===== src/hw/rtl/wsq_ram.sv =====
// generic single-write, single-read synchronous ram with registered read
`default_nettype none
module wsq_ram #(
    parameter int WIDTH = 8,
    parameter int DEPTH = 4
) (
    input  wire logic                     clk,
    input  wire logic                     wr_en,
    input  wire logic [$clog2(DEPTH)-1:0] wr_addr,
    input  wire logic [WIDTH-1:0]         wr_data,
    input  wire logic                     rd_en,
    input  wire logic [$clog2(DEPTH)-1:0] rd_addr,
    output logic      [WIDTH-1:0]         rd_data
);

    logic [WIDTH-1:0] mem [DEPTH];

    always_ff @(posedge clk)
    begin
        if (wr_en)
        begin
            mem[wr_addr] <= wr_data;
        end
        if (rd_en)
        begin
            rd_data <= mem[rd_addr];
        end
    end

endmodule
`default_nettype wire


===== config.mk =====
export PLATFORM = sky130hd
export DESIGN_NAME = wsq_ram
export DESIGN_NICKNAME = d
export VERILOG_FILES = /design/src/hw/rtl/wsq_ram.sv
export SDC_FILE = /design/constraint.sdc
export NUM_CORES = 1
export LEC_CHECK = 0
export ABC_AREA = 1
export BUFFER_PORTS_ARGS = -buffer_cell sky130_fd_sc_hd__buf_4
export CAP_MARGIN = 20
export CELL_PAD_IN_SITES_DETAIL_PLACEMENT = 1
export CELL_PAD_IN_SITES_GLOBAL_PLACEMENT = 1
export CORE_AREA = 2 2 86 55
export CTS_CLUSTER_SIZE = 28
export DETAILED_ROUTE_END_ITERATION = 8
export DIE_AREA = 0 0 88 57
export PLACE_DENSITY = 0.8
export SLEW_MARGIN = 40
export SYNTH_ARGS = -nofsm -noshare
export SYNTH_HDL_FRONTEND = slang
export SYNTH_SLANG_ARGS = --single-unit

===== constraint.sdc =====
create_clock -name clk -period 1.3 [get_ports clk]
set_clock_uncertainty 0.05 [all_clocks]
set_input_delay 0.26 -clock clk [delete_from_list [all_inputs] [get_ports clk]]
set_output_delay 0.26 -clock clk [all_outputs]
set_load 0.005 [all_outputs]

# Yosys cells after proc, flatten, opt, wreduce, memory -nomap -nowiden
# Memories as Yosys holds them, arrays and structs flattened. A register that Yosys moved wholly into a read port is not among the register bits.
# Index checks and enable logic that the tools add are counted.
# op_classes
n_mux	2
# op_table
operator	n
$mux 1	2
# word_totals
input_bits	15
register_bits	0
mem_count	1
mem_bits_rw	32
out_inout_bits	8
elab_cells	3
# mem_list
name	words	word_bits	rd	rd_clocked_by_memory_dff	write_ports	line_no	source
mem	4	8	1	1	1	16	logic [WIDTH-1:0] mem [DEPTH];

# Logic depth before layout (Yosys ltp)
# Gate-level depths: netlist of the first run.
# depth
depth_word	2
ltp_mapped	6

# Worst setup path before layout of the first run
# OpenSTA, ideal clock, no wires.
# synth_path
path_type	input -> register
start	input port wr_addr[0]
end	memory mem[3][0], enable pin
required_time_ps	867
arrival_time_ps	940
setup_time_ps	383
setup_slack_ps	-73
path_buffers	0
path_stages	2
path_cell_list	inv_1 nor3_1
# synth_rtl
item	line_no	source
start: declaration	9	input wire logic [$clog2(DEPTH)-1:0] wr_addr,
end: declaration	16	
# No word-level cell before the write port.

# Final worst setup path of the first run
# layout_path
start	register rd_data[0] (read register of mem)
end	output port rd_data[0]
# layout_rtl
item	line_no	source
start: declaration	13	output logic [WIDTH-1:0] rd_data
# No word-level cell between the ends.

==> results.cfg, run 1 <==
[run_status]
outcome = complete, no violations

[power]
ir_drop_uv = 760
switching_share = 0.224
power_density_nw_per_um2 = 1280
internal-power_w = 0.00196
pwr-share-seq = 0.601
power.share.clock = 0.315
p_sw_w = 0.000565
combPwrFrac = 0.084
leakage_nw = 0.875
fin_total_pwr_w = 0.00252

[logic_synthesis]
synth_cell_type_count = 9
syn_area_um2 = 1630
synth_cells = 141
synth-seq-cells = 40
syn-num-nets = 156
syn_avg_cell_area_um2 = 11.5
synth_compound_area_frac = 0
synthAdderAreaFrac = 0
synth_top_family_by_area = simple AND/OR/NAND/NOR gates
synth-simple-area-share = 0.154
ys_seq_area_frac = 0.738
synthMuxAreaShare = 0
ys_warn_count = 0
synth_xor_area_frac = 0

[critical_path]
r2r_start = mem[0][3]
critPathTopFamily = flip-flops
r2r_end = rd_data[3]
crit_arrival_ns = 0.80
regToRegSetupSlack_ns = 0.36
startpoint = rd_data[0]
cp.depth = 1
slowest_delay_ns = 0.37
crit_fanout = 1
path_class = register to output port
cp_num_buf_inv = 1
rr_worst_depth = 4
crit_chain = buf_4
cp-end-kind = output port
start_kind = register
critical_path.endpoint = rd_data[0]
slowest_stage = edfxtp_1
required_ns = 0.99

[global_route]
grt_pass1_vias = 1063
gr-total-overflow = 0
grt_util_met3 = 0.0449
grt_max_degree = 18
grt_pass1_wl_mm = 5.42
grtUsageMet2 = 0.239
gr-usage-met1 = 0.202
grtUsageTotal = 0.150
grt.busiest_layer = met2
antenna_found_initial = 0

[clocking]
ctsResizeCount = 0
cts-hold-fix-buffers = 0
root_buffer = clkbuf_8
clkTransAtPathRegs_ns = 0.08
cts.sinks = 40
cts_inserted_buffers = 5
htree_num_levels = 2
clockBufferDepth = 2
cts_setup_buffers = 0
cts_tree = done
clock_latency_ns = 0.28

[sta]
worst_slew_pin_slew_ns = 0.268
clock.fmax_ghz = 0.901
relSlewSlack = 0.821
setup_viol = 0
rsz0062_at_grt = false
setup_ws_ns = 0.190
hold_viol_final = 0
slew_viol_final = 0
finalCriticalPeriod_ns = 1.11
fin_crit_sh = 0.854
whs_ns = 0.130

[route]
viasPerCell = 4.41
routed-via-count = 1031
drc = 0
wl_per_cell_um = 14.3
wl_mm = 3.34
drtPass1Iterations = 4
drt_iter0_drc = 78
ant_nets = 0

[floorplanning]
start_util = 0.378
row_count = 19
core_area_um2 = 4300
die_y_um = 57
chipWidth_um = 88
design.portCount = 23
fp.dieArea_um2 = 5020

[finish]
final_cells = 234
layout-area-overhead-vs-synth_pct = 20.7
ff_latch_area_um2 = 1200
fin_util = 0.457
layout-drive-gt1-share = 0.211
final_cell_mix = nand2_1, edfxtp_1, inv_1
final_nets = 185
fill_cells = 492
multiInputGateArea_um2 = 260
diodes = 0

[job]
drv_cap = 0

[hold_path]
hold_class = input port to register

[placed_design]
port_buffers = 22
dp_hpwl_mm = 2.48
dp.cells = 226
routabilityCongestion = 0.871
dp_slack_ns = 0.150
-- state kept, by name (all words and copies together) (netlist names) --
| register | cells |
|---|---|
| mem | 32 |
| rd_data | 8 |
-- cell type report --
type                       instances  share of cell area
clock buffer                       5              0.0350
clock inverter                     3             0.00955
inverter                          37              0.0720
multi-input combinational         60               0.132
sequential                        40               0.611
tap                               63              0.0401
timing repair buffer              26              0.0994
-- power groups by stage --
| stage | registers (W) | clock network, W | logic (W) |
|---|---|---|---|
| detailed placement | 0.00155 | 0 | 0.000214 |
| floorplan | 0.00154 | 0 | 0.000101 |
| global placement | 0.00154 | 0 | 0.000205 |
| global route | 0.00152 | 0.000861 | 0.000240 |
| CTS | 0.00152 | 0.000816 | 0.000217 |
| finish | 0.00151 | 0.000793 | 0.000213 |
-- worst min-delay path by stage --
stage          startpoint        end  cells after the start
2_1_floorplan  wr_data[0]  mem[0][0]                      0
3_3_place_gp   wr_data[3]  mem[0][3]                      1
3_5_place_dp   wr_data[3]  mem[0][3]                      1
4_1_cts        wr_data[3]  mem[0][3]                      1
5_1_grt        wr_data[3]  mem[0][3]                      1
6_report       wr_data[1]  mem[0][1]                      1
-- cell families (layout without fill, tap and decap cells) --
group / Yosys count / in the layout
and+or+nand+nor: 60 / 60
buffers and inverters: 41 / 71
DFF: 40 / 40
-- layer usage --
metal | wire (um) | vias to the layer above | share of wire
met5 | 0 | - | 0
met4 | 29 | 0 | 0.0087
met3 | 154 | 2 | 0.046
met2 | 1630 | 27 | 0.49
met1 | 1530 | 502 | 0.46
li1 | - | 500 | -
-- metrics by stage --
step                      cell area, um^2  setup TNS [ns]
after detailed placement             1880               0
after global placement               1880               0
final                                1960               0
after global routing                 1960               0
after CTS                            1960               0
after floorplan                      1640           -1.03
-- synthesized netlist by cell type (all sizes together) --
| library cell | number | share of area |
|---|---|---|
| nor3 | 4 | 0.012 |
| inv | 37 | 0.087 |
| nand2 | 40 | 0.092 |
| nand3 | 16 | 0.049 |
| edfxtp | 40 | 0.74 |
| buf | 4 | 0.022 |
Power figures use the tool's default switching activity.
==> run 2: changes to the inputs <==
Settings changed: SETUP_SLACK_MARGIN set to 0.3.
==> run 2 against run 1 <==
Compared with the run above:
- non-clock buffer count grew 1
- maximum frequency decreased by 1.0%
- clock power grew 30%
- wire length increased by 11%
- combinational power up 16%
- first-iteration DRC count decreased by 10%
- utilization rose by 3.1 points
- sequential share of layout area is 3.8 points lower
- cell count is 0.43% higher
- critical path type unchanged
- largest power group unchanged
==> results.cfg, run 2 (synthesized netlist as in run 1, its figures left out) <==
[run_status]
outcome = complete, no violations

[finish]
reg.largest.list = mem x32, rd_data x8
top_register = mem
final_nets = 186
largest_reg_flops = 32
final_cells = 235
final_common_cell = edfxtp_1
design_area_um2 = 2100
layout-drive-gt1-share = 0.267
diodes = 0
fin_util = 0.487
layout-area-overhead-vs-synth_pct = 28.7
fill_cells = 460
final_cell_mix = edfxtp_1, nand2_1, inv_1

[clocking]
root_buffer = clkbuf_8
clkTransAtPathRegs_ns = 0.09
cts.sinks = 40
htree_num_levels = 2
clockBufferDepth = 2
cts_tree = done
cts_inserted_buffers = 5
clock_latency_ns = 0.30

[power]
p_sw_w = 0.000618
ir_drop_uv = 746
internal-power_w = 0.00218
power_density_nw_per_um2 = 1330
switching_share = 0.221
power.share.clock = 0.369
leakage_nw = 0.928
combPwrFrac = 0.088
pwr-share-seq = 0.542

[critical_path]
required_ns = 0.99
slowest_delay_ns = 0.37
cp_num_buf_inv = 1
crit_chain = buf_4
start_kind = register
path_class = register to output port
crit_fanout = 1
slowest_stage = edfxtp_1
crit_arrival_ns = 0.81
cp-end-kind = output port
critPathTopFamily = flip-flops

[route]
drt_iter0_drc = 70
routed-via-count = 1070
wl_per_cell_um = 15.7
viasPerCell = 4.55
drc = 0
ant_nets = 0
wl_mm = 3.69
drtPass1Iterations = 4

[sta]
clock.fmax_ghz = 0.892
finalCriticalPeriod_ns = 1.12
relSlewSlack = 0.789
setup_viol = 0
fin_crit_sh = 0.863
hold_viol_final = 0
slew_viol_final = 0
worst_slew_pin_slew_ns = 0.317
rsz0062_at_grt = true
whs_ns = 0.107

[global_route]
grt_pass1_wl_mm = 5.69
antenna_found_initial = 0
grtUsageTotal = 0.162
gr-total-overflow = 0
grt_pass1_vias = 1087
grt_max_degree = 18

[floorplanning]
row_count = 19
chipWidth_um = 88
design.portCount = 23
core_area_um2 = 4300
fp.dieArea_um2 = 5020
start_util = 0.378
die_y_um = 57

[placed_design]
port_buffers = 22
dp_hpwl_mm = 2.56
routabilityCongestion = 0.749
place_area_um2 = 1940
dp.cells = 226

[hold_path]
hold_class = input port to register

[job]
drv_cap = 0
run 2: changes by cell type in the layout (fill, tap and decap cells not counted), sizes merged:
cell,delta
clkinv,+1
clkinvlp,-2
buf,+1
bufinv,+1
run 2: routing by layer:
layer	vias to the layer above	part of all wire	track usage
met2	26	0.47	0.247
met1	533	0.47	0.221
met5	-	0	0
met4	0	0.010	0.0527
li1	506	-	-
met3	5	0.052	0.0535
run 2: final timing paths:
path                    from    endpoint  slack, ns  depth (start not counted)
setup reg to reg   mem[3][3]  rd_data[3]       0.32                          4
setup / recovery  rd_data[7]  rd_data[7]       0.18                          1
hold reg to reg    mem[0][5]  rd_data[5]       0.57                          4
hold / removal    wr_data[0]   mem[3][0]       0.11                          1
run 2: area by class of cell:
| cell class | count | area [um^2] | area share |
|---|---|---|---|
| inverters | 37 | 144 | 0.0687 |
| multi-input cells | 60 | 315 | 0.150 |
| well taps | 63 | 78.8 | 0.0376 |
| clock buffers | 5 | 68.8 | 0.0328 |
| flip-flops and latches | 40 | 1200 | 0.573 |
| repair buffers | 27 | 240 | 0.115 |
| clock inverters | 3 | 47.5 | 0.0227 |
run 2: per-stage QoR:
| step | TNS, ns | setup WS, ns | total power, W |
|---|---|---|---|
| after floorplan | 0 | 0.239 | 0.00165 |
| after global placement | 0 | 0.0537 | 0.00177 |
| after detailed placement | -0.124 | -0.0156 | 0.00178 |
| after CTS | 0 | 0.164 | 0.00281 |
| after global routing | 0 | 0.138 | 0.00291 |
| final | 0 | 0.179 | 0.00280 |
run 2: power groups by stage:
stage	combinational (W)	clock (W)	sequential (W)
floorplan	0.000112	0	0.00154
global placement	0.000226	0	0.00154
detailed placement	0.000238	0	0.00155
CTS	0.000240	0.00106	0.00152
global route	0.000274	0.00111	0.00152
finish	0.000247	0.00103	0.00152
run 2: repair_timing:
action                                  CTS  global route
gates resized for setup                   0             6
pin swaps                                 0             6
setup buffers                             0             1
hold buffers                              0             0
endpoints found under the setup margin    8            20
