File: config.mk
export PLATFORM = sky130hd
export DESIGN_NAME = wsq_pick
export DESIGN_NICKNAME = d
export VERILOG_FILES = /design/src/hw/rtl/wsq_pick.sv
export SDC_FILE = /design/constraint.sdc
export NUM_CORES = 1
export LEC_CHECK = 0
export BUFFER_PORTS_ARGS = -buffer_cell sky130_fd_sc_hd__clkbuf_2
export CORE_MARGIN = 4
export CORE_UTILIZATION = 40
export DETAILED_ROUTE_END_ITERATION = 10
export PLACE_DENSITY_LB_ADDON = 0.08
export SYNTH_ARGS = -nofsm -noshare
export SYNTH_HDL_FRONTEND = slang
export SYNTH_SLANG_ARGS = --single-unit
File: constraint.sdc
create_clock -name vclk -period 3.35
set_input_delay 0.67 -clock vclk [all_inputs]
set_output_delay 0.67 -clock vclk [all_outputs]
set_load 0.02 [all_outputs]
File: src/hw/rtl/wsq_pick.sv
// priority pick of the lowest-numbered non-empty queue other than the requester
`default_nettype none
module wsq_pick #(
    parameter int NUM_QUEUES = 32
) (
    input  wire logic [NUM_QUEUES-1:0]         nonempty,
    input  wire logic [$clog2(NUM_QUEUES)-1:0] requester,
    output logic                               found,
    output logic      [$clog2(NUM_QUEUES)-1:0] index
);

    localparam int QW = $clog2(NUM_QUEUES);

    always_comb
    begin
        found = 1'b0;
        index = '0;
        for (int i = NUM_QUEUES - 1; i >= 0; i--)
        begin
            if (nonempty[i] && (QW'(i) != requester))
            begin
                found = 1'b1;
                index = QW'(i);
            end
        end
    end

endmodule
`default_nettype wire

# == After elaboration in Yosys (flattened, before gate mapping) ==
# Cells that the tools add are included.
# classes
n_eq_ne,31
muxes,64
n_reduce_logical,33
# op_table
cell,count
2-to-1 mux 5 bit,32
"!= test 5 bit, first input constant",16
"!= test 4 x 5 -> 1 bit, first input constant",8
logical AND 1 bit,32
2-to-1 mux 1 bit,32
"!= test 3 x 5 -> 1 bit, first input constant",4
"!= test 2 x 5 -> 1 bit, first input constant",2
"!= test 1 x 5 -> 1 bit, first input constant",1
nonzero test 5 bit,1
# totals
reg_bits,0
input_bits,37
out_inout_bits,6
wordCells,128

# == Depth between registers and ports, before layout ==
# Gate-level depths: netlist of run 1.
# logic_depth
ltp_word,34
mapped_depth,8
ltp_nobuf,6

# == Least setup slack after synthesis of run 1 ==
# OpenSTA, ideal clock, no wires.
# synth_path
kind,in2out
from,in requester[0]
to,out index[1]
arrival_ps,2507
t_required_ps,2680
setup_slack_ps,173
cell_stages,5
n_path_buf,1
cell_sequence,buf_2 -> mux2_1 -> o32a_1 -> or4_1 -> o32ai_1
# synth_between
elab_chain_len,34
word_cells_on_any_way,96
cone_classes,eq/ne: 31; mux: 32; reduce/logical: 33
# synth_rtl
element,line,text
"start, declared",7,"input wire logic [$clog2(NUM_QUEUES)-1:0] requester,"
!= test 5 bit,20,if (nonempty[i] && (QW'(i) != requester))
logical AND 1 bit,20,
2-to-1 mux 5 bit (31 in series),20,
2-to-1 mux 5 bit (*),20,
"end, declared",9,output logic [$clog2(NUM_QUEUES)-1:0] index
# Mark *: on every way between the ends. The rest lies on a longest branch, timed or not.

# == Worst setup path in the final report of run 1 ==
# layout_path
from,in requester[2]
to,out index[1]
# Same word-level chain as after synthesis.

==> run summary, run 1 <==
STA
* 0.418 ns — slew at the pin closest to its max-slew limit
* 0 ns — Total Negative Setup Slacks
* 0 — hold violation total from the final report
* 0.134 ns — worst setup margin
* 71.4% — Worst slew margin
* 0 — Slew Viols, Final
* 311 MHz — fmax
* 0 — count of endpoints failing setup in the final report
* false — RSZ-0062 raised after global routing
* 3.22 ns — Min Clock Period, post-route
* 96.0% — share of the clock period used by the worst path after layout
* 1.85 ns — worst hold margin

Global routing
* 0 — overflow left after global routing
* 20.3% — Total GRT Usage
* 0 — antenna violations before repair
* 1277 — vias in the first global route
* 14 — maximum number of pins on one net before global-route repair
* 5440 um — wire length of the first global-routing pass

Finish
* 27.0% — fraction of final layout cells sized beyond drive strength 1
* 223 — Cell Count, Final, Fillers Out
* 0 — layout sequential cell count
* 0 — number of diodes added for antenna fixing
* 0 um2 — total area of sequential cells
* 235 — Layout Nets
* 1180 um2 — final cell area excluding filler cells
* 0 — count of clock-net buffers in the final layout
* 30.7% — Area Overhead vs Synth
* 57.7% — Finished Core Util

Hold path
* nonempty[1] — hold path startpoint
* primary input to primary output — worst min-delay path category

Worst setup path
* primary output — element type at the critical path end
* primary input — CP startpoint kind
* 2.55 ns — Crit path arrival time
* requester[2] — CP Launch Point
* 2.68 ns — data required time of the critical path
* 7 — Crit Path Max Fanout
* primary input to primary output — Worst Setup Path Type

Routing
* 95 — DR iter-0 viols
* 3250 um — Routed WL
* 0 — remaining number of nets flagged by the antenna check after routing
* 14.6 um — detailed-route wire length per cell
* 232 um — DR WL met3
* met4 — highest routed layer
* 4 — Pre-antenna DRT Iters
* 1357 — overall via count from detail_route
* 6.09 — via count normalized by instance count
* 1500 um — Post-Route M1 WL
* 0 — number of remaining DRC errors
* 1520 um — metal2 WL

Yosys
* 0% — share of synthesized area occupied by flip-flops and latches
* 902 um2 — post-synthesis instance area
* 0 — number of warnings printed during yosys synthesis
* sky130_fd_sc_hd__o21ai_0 (12%), sky130_fd_sc_hd__nand2b_1 (6.2%), sky130_fd_sc_hd__nand2_1 (5.8%) — dominant cells by area after synthesis
* 12.2% — top-area cell type share of the netlist area
* 190 — Synth Net Count
* sky130_fd_sc_hd__o21ai_0 — cell taking the most area after synthesis
* 5.90 um2 — synthesized area per cell
* 45 — unique cell type count in the Yosys netlist
* 153 — cell count after synthesis

Placement
* 43 — I/O Buffers
* 0.116 ns — pre-CTS worst setup slack
* 0.889 — Final Wtd Congestion
* 2760 um — hpwl dp
* 1170 um2 — placed inst area
* 223 — total placed cells including tap cells

Outcome
* complete, no violations — outcome

Pwr
* 0.478 nW — leakage power
* 0.0542 mV — VDD IR max
* 110 nW/um2 — pwr/cell area
* 0.130 mW — sum of internal, switching and leakage power

Clock tree
* 0 — Post-CTS Repair Setup Buffers

Die
* 55.5 um — overall die height
* 3080 um2 — die area
* 43 — Top Ports
* 2040 um2 — Core ar.
* 44.2% — effective utilization at floorplan
* 16 — row cnt
* 55.5 um — Chip Width

Flow run
* 0 — Max Cap Viol

[final timing paths]
kind,end,slack (ns),cells after the start
max,index[1],0.13,6
min,index[2],1.85,5
[critical path, stage by stage]
cell                       delay, ns
sky130_fd_sc_hd__clkbuf_2       0.12
sky130_fd_sc_hd__or3b_4         0.43
sky130_fd_sc_hd__o32a_1         0.39
sky130_fd_sc_hd__or4_1          0.53
sky130_fd_sc_hd__o32ai_2        0.21
sky130_fd_sc_hd__buf_2          0.20
[cells by family (layout without fill, tap and decap cells)]
kind of cell	after synthesis	in the layout	synth area share, %
compound gates	65	65	45.6
buf+inv	14	57	6.93
mux	5	5	5.69
simple gates	69	69	41.7
[cells in the mapped netlist (3+ instances only)]
cell and instances:
sky130_fd_sc_hd__a21boi_0 3, sky130_fd_sc_hd__a21oi_1 9, sky130_fd_sc_hd__a31oi_1 5, sky130_fd_sc_hd__buf_2 5, sky130_fd_sc_hd__inv_1 6, sky130_fd_sc_hd__mux2i_1 4
sky130_fd_sc_hd__nand2_1 14, sky130_fd_sc_hd__nand2b_1 9, sky130_fd_sc_hd__nand3_1 4, sky130_fd_sc_hd__nand3b_1 4, sky130_fd_sc_hd__nand4_1 5, sky130_fd_sc_hd__nor2_1 12
sky130_fd_sc_hd__nor3_1 4, sky130_fd_sc_hd__o21ai_0 22, sky130_fd_sc_hd__o21ai_1 5, sky130_fd_sc_hd__o32a_1 4
[cell type report]
| cell class | count | area, um2 |
|---|---|---|
| inverters | 6 | 22.5 |
| repair buffers | 51 | 275 |
| multi-input cells | 139 | 847 |
| well taps | 27 | 33.8 |
| fillers | 219 | 863 |
[routing by layer]
metal / up-vias / track usage, %
li1: 685 / -
met1: 617 / 28.0
met2: 53 / 36.1
met3: 2 / 0.932
met4: 0 / 1.04
met5: - / 0
[cell usage in the layout (no fill, tap or decap), types with 2 or more instances in the layout]
| master | n |
|---|---|
| sky130_fd_sc_hd__or2_1 | 2 |
| sky130_fd_sc_hd__or3_1 | 2 |
| sky130_fd_sc_hd__nor3b_1 | 2 |
| sky130_fd_sc_hd__a211oi_1 | 2 |
| sky130_fd_sc_hd__o32a_1 | 4 |
| sky130_fd_sc_hd__nor2_1 | 12 |
| sky130_fd_sc_hd__a21boi_0 | 3 |
| sky130_fd_sc_hd__or4_1 | 2 |
| sky130_fd_sc_hd__nand3_1 | 4 |
| sky130_fd_sc_hd__and2_1 | 2 |
| sky130_fd_sc_hd__nor3_1 | 4 |
| sky130_fd_sc_hd__mux2i_1 | 4 |
| sky130_fd_sc_hd__buf_4 | 8 |
| sky130_fd_sc_hd__o22ai_1 | 2 |
| sky130_fd_sc_hd__a21oi_1 | 9 |
| sky130_fd_sc_hd__nand3b_1 | 4 |
| sky130_fd_sc_hd__nor4_1 | 2 |
| sky130_fd_sc_hd__nand2_1 | 14 |
| sky130_fd_sc_hd__o21ai_1 | 7 |
| sky130_fd_sc_hd__inv_1 | 6 |
| sky130_fd_sc_hd__nand2b_1 | 9 |
| sky130_fd_sc_hd__a31oi_1 | 5 |
| sky130_fd_sc_hd__o21ai_0 | 20 |
| sky130_fd_sc_hd__clkbuf_2 | 42 |
| sky130_fd_sc_hd__nand4_1 | 5 |
[report_power, final]
part | switching [mW] | total [mW] | internal [mW]
combinational | 0.0748 | 0.130 | 0.0551
clock | 0 | 0 | 0
sequential | 0 | 0 | 0
[repair_timing]
item                                    in CTS  in global routing
hold buffers                                 0                  0
endpoints found under the setup margin       0                  1
resized for setup                            0                  4
Note: power is estimated with default switching activity, not from simulation.
==> inputs of run 2 (changes only) <==
CORE_UTILIZATION = 50   (was 40)
==> run 2 against run 1 <==
Global-route usage is 3.1 points higher. Routed wire length decreased by 11%. Flip-flop and latch count did not move. Total power down 4.2%. Cell count shrank 2.2%. Critical path type unchanged. Fmax shrank 1.5%.
==> run summary, run 2 (synthesis gave the netlist of run 1 again) <==
Worst setup path
* 6 — Crit path depth
* primary input to primary output — Worst Setup Path Type
* 2.59 ns — Crit path arrival time
* 2.68 ns — data required time of the critical path
* primary input — CP startpoint kind
* sky130_fd_sc_hd__buf_2 — cell occurring most often along the worst timing path
* 2 — number of buffer and inverter instances along the worst setup path
* requester[3] — CP Launch Point
* 12 — Crit Path Max Fanout
* buf_2 -> or3b_4 -> o32a_1 -> or4_1 -> o32ai_1 -> buf_2 — critical path cell sequence
* sky130_fd_sc_hd__or4_1 — cell with the biggest individual delay on the critical path
* 0.50 ns — CP max stage delay
* primary output — element type at the critical path end
* simple AND/OR/NAND/NOR gates — cell family with most CP delay

STA
* 0 — count of endpoints failing setup in the final report
* 306 MHz — fmax
* 0 ns — Total Negative Setup Slacks
* 0 — Slew Viols, Final
* 1.83 ns — worst hold margin
* 72.1% — Worst slew margin
* 0.0864 ns — worst setup margin
* 0 — hold violation total from the final report
* false — RSZ-0062 raised after global routing
* 0.414 ns — slew at the pin closest to its max-slew limit
* 3.26 ns — Min Clock Period, post-route
* 97.4% — share of the clock period used by the worst path after layout

Finish
* 180 — filler cell count
* 25.4% — fraction of final layout cells sized beyond drive strength 1
* sky130_fd_sc_hd__clkbuf_2 (41), sky130_fd_sc_hd__o21ai_0 (20), sky130_fd_sc_hd__nand2_1 (14), sky130_fd_sc_hd__nor2_1 (12) — most used cells in the layout excluding fill and tap cells
* 1150 um2 — final cell area excluding filler cells
* 218 — Cell Count, Final, Fillers Out
* 0 um2 — total area of sequential cells
* 0 — count of clock-net buffers in the final layout
* 66.4% — Finished Core Util
* 0 — number of diodes added for antenna fixing
* sky130_fd_sc_hd__clkbuf_2 — most common cell after layout, fill and taps aside
* 840 um2 — multi-input combinational cell area
* 232 — Layout Nets
* 0 — layout sequential cell count
* 27.0% — Area Overhead vs Synth

Global routing
* 14 — maximum number of pins on one net before global-route repair
* 23.4% — Total GRT Usage
* 1180 — vias in the first global route
* 4950 um — wire length of the first global-routing pass
* 0 — overflow left after global routing
* 0 — antenna violations before repair

Placement
* 0.0736 ns — pre-CTS worst setup slack
* 1150 um2 — placed inst area
* 218 — total placed cells including tap cells
* 43 — I/O Buffers
* 2470 um — hpwl dp
* 1.00 — Final Wtd Congestion

Hold path
* primary input to primary output — worst min-delay path category
* 5 — instance count along the most critical hold path
* nonempty[1] — hold path startpoint

Die
* 52.2% — effective utilization at floorplan
* 1730 um2 — Core ar.
* 50.5 um — Chip Width
* 50.5 um — overall die height
* 15 — row cnt
* 43 — Top Ports
* 2550 um2 — die area

Pwr
* 0.0677 mV — VDD IR max
* 109 nW/um2 — pwr/cell area
* 0.460 nW — leakage power
* 0.124 mW — sum of internal, switching and leakage power

Routing
* 0 — number of remaining DRC errors
* 0 — remaining number of nets flagged by the antenna check after routing
* 5 — Pre-antenna DRT Iters
* 2890 um — Routed WL
* 1341 — overall via count from detail_route
* 82 — DR iter-0 viols
* 13.2 um — detailed-route wire length per cell
* 6.15 — via count normalized by instance count

Clock tree
* 0 — hold-fix buffers at CTS
* 0 — Post-CTS Repair Setup Buffers

Outcome
* complete, no violations — outcome

Flow run
* 0 — Max Cap Viol

## run 2: changes by cell type in the layout (fill, tap and decap cells not counted), sizes merged
cell    previous run  this run
buf                9         7
clkbuf            42        41
## run 2: layer usage
layer	vias up	global-route usage (%)	wire length (um)
li1	678	-	-
met1	605	33.3	1290
met2	58	41.5	1400
met3	0	0.297	198
met4	0	0.448	0
met5	-	0	0
## run 2: worst min-delay path, stage by stage
cell and delay [ns]:
sky130_fd_sc_hd__clkbuf_2 0.12, sky130_fd_sc_hd__o22ai_1 0.12, sky130_fd_sc_hd__inv_1 0.07, sky130_fd_sc_hd__a31oi_1 0.04
sky130_fd_sc_hd__clkbuf_2 0.14
## run 2: path summary, 6_finish.rpt
check,end,slack [ns]
worst max-delay path,index[1],0.09
worst min-delay path,index[2],1.83
## run 2: area by class of cell
| cell class | instances | share of cell area (%) |
|---|---|---|
| tap | 25 | 2.73 |
| inverter | 6 | 1.97 |
| timing repair buffer | 48 | 22.1 |
| multi-input combinational | 139 | 73.3 |
## run 2: report_power, final
part	total [mW]	internal (mW)	switching [mW]
sequential	0	0	0
clock	0	0	0
combinational	0.124	0.0523	0.0721
total	0.124	0.0523	0.0721
## run 2: repair_timing
item,CTS,global route
setup endpoints to repair,0,4
endpoints found under the hold margin,0,0
resized for setup,0,4
==> inputs of run 3 (changes only) <==
RECOVER_POWER = 50   (was default)
==> run 3 against run 2 <==
Critical path depth unchanged. Highest routed layer unchanged. Non-clock buffer count unchanged. Via count about the same. Core utilization down 0.14 points. Worst hold slack about the same. Worst setup slack better by 0.0013 ns. Total power down 0.30%. Fmax about the same.
==> run summary, run 3 (synthesis gave the netlist of run 1 again) <==
Finish
* 840 um2 — multi-input combinational cell area
* 26.8% — Area Overhead vs Synth
* 232 — Layout Nets
* 181 — filler cell count
* 66.2% — Finished Core Util
* sky130_fd_sc_hd__clkbuf_2 (42), sky130_fd_sc_hd__o21ai_0 (20), sky130_fd_sc_hd__nand2_1 (14), sky130_fd_sc_hd__nor2_1 (12) — most used cells in the layout excluding fill and tap cells
* 0 um2 — total area of sequential cells
* 1140 um2 — final cell area excluding filler cells
* 0 — layout sequential cell count
* 0 — number of diodes added for antenna fixing
* 0 — count of clock-net buffers in the final layout
* sky130_fd_sc_hd__clkbuf_2 — most common cell after layout, fill and taps aside
* 25.4% — fraction of final layout cells sized beyond drive strength 1

STA
* 0 — Slew Viols, Final
* 72.1% — Worst slew margin
* 0 — count of endpoints failing setup in the final report
* 307 MHz — fmax
* 0 ns — Total Negative Setup Slacks
* 0.414 ns — slew at the pin closest to its max-slew limit
* 3.26 ns — Min Clock Period, post-route
* false — RSZ-0062 raised after global routing
* 97.4% — share of the clock period used by the worst path after layout
* 0 — hold violation total from the final report

Routing
* 2890 um — Routed WL
* 0 — remaining number of nets flagged by the antenna check after routing
* 13.2 um — detailed-route wire length per cell
* 0 — number of remaining DRC errors
* 82 — DR iter-0 viols
* 1340 — overall via count from detail_route
* 6.15 — via count normalized by instance count
* 5 — Pre-antenna DRT Iters

Worst setup path
* 12 — Crit Path Max Fanout
* primary input to primary output — Worst Setup Path Type
* primary input — CP startpoint kind
* 2.59 ns — Crit path arrival time
* primary output — element type at the critical path end
* 2.68 ns — data required time of the critical path

Global routing
* 33.3% — met1 demand-to-capacity share in global routing
* 23.4% — Total GRT Usage
* 1180 — vias in the first global route
* 0 — overflow left after global routing
* 4950 um — wire length of the first global-routing pass
* 14 — maximum number of pins on one net before global-route repair
* 0 — antenna violations before repair
* met2 — GR peak layer
* 41.5% — GR Util met2
* 0.297% — met3 capacity usage during global routing

Hold path
* primary input to primary output — worst min-delay path category

Placement
* 2470 um — hpwl dp
* 1.00 — Final Wtd Congestion
* 1150 um2 — placed inst area
* 43 — I/O Buffers

Pwr
* 0.124 mW — sum of internal, switching and leakage power
* 0.460 nW — leakage power
* 0.0673 mV — VDD IR max
* 108 nW/um2 — pwr/cell area

Die
* 50.5 um — overall die height
* 15 — row cnt
* 52.2% — effective utilization at floorplan
* 50.5 um — Chip Width
* 43 — Top Ports
* 1730 um2 — Core ar.
* 2550 um2 — die area

Flow run
* 0 — Max Cap Viol

Clock tree
* 0 — Post-CTS Repair Setup Buffers

Outcome
* complete, no violations — outcome

-- run 3: cell types whose count changed in the layout (fill, tap and decap cells not counted) --
cell | before | now
sky130_fd_sc_hd__clkbuf_2 | 41 | 42
sky130_fd_sc_hd__buf_4 | 5 | 4
-- run 3: worst max-delay path, cell delays in order --
cell	delay (ns)
sky130_fd_sc_hd__buf_2	0.18
sky130_fd_sc_hd__or3b_4	0.43
sky130_fd_sc_hd__o32a_1	0.38
sky130_fd_sc_hd__or4_1	0.50
sky130_fd_sc_hd__o32ai_1	0.22
sky130_fd_sc_hd__buf_2	0.21
-- run 3: path summary, 6_finish.rpt --
kind | slack (ns) | end | cells after the start | startpoint
worst min-delay path | 1.83 | index[2] | 5 | nonempty[1]
worst max-delay path | 0.09 | index[1] | 6 | requester[3]
-- run 3: per-stage QoR --
step                hold WS (ns)  setup WS [ns]  std cells
floorplan                   1.55          0.173        153
global placement            1.83          0.106        218
detailed placement          1.83         0.0736        218
CTS                         1.83         0.0654        218
global route                1.88        0.00538        218
finish                      1.83         0.0877        218
-- run 3: repair_timing --
action | 4_1_cts | 5_1_grt
hold buffers | 0 | 0
setup endpoints to repair | 0 | 4
gates resized for setup | 0 | 4
-- run 3: layout make-up --
type                       instances  area share [%]
multi-input combinational        139            73.4
timing repair buffer              48            21.9
tap                               25            2.74
inverter                           6            1.97
-- run 3: power by group --
part / total, mW / switching (mW) / leakage (nW) / internal, mW
Clock: 0 / 0 / 0 / 0
Combinational: 0.124 / 0.0721 / 0.460 / 0.0520
Sequential: 0 / 0 / 0 / 0
-- run 3: per-layer routing --
metal  vias up  share of wire [%]
met5         -                  0
met4         0                  0
met3         0                7.2
met2        58                 48
met1       603                 45
li1        679                  -
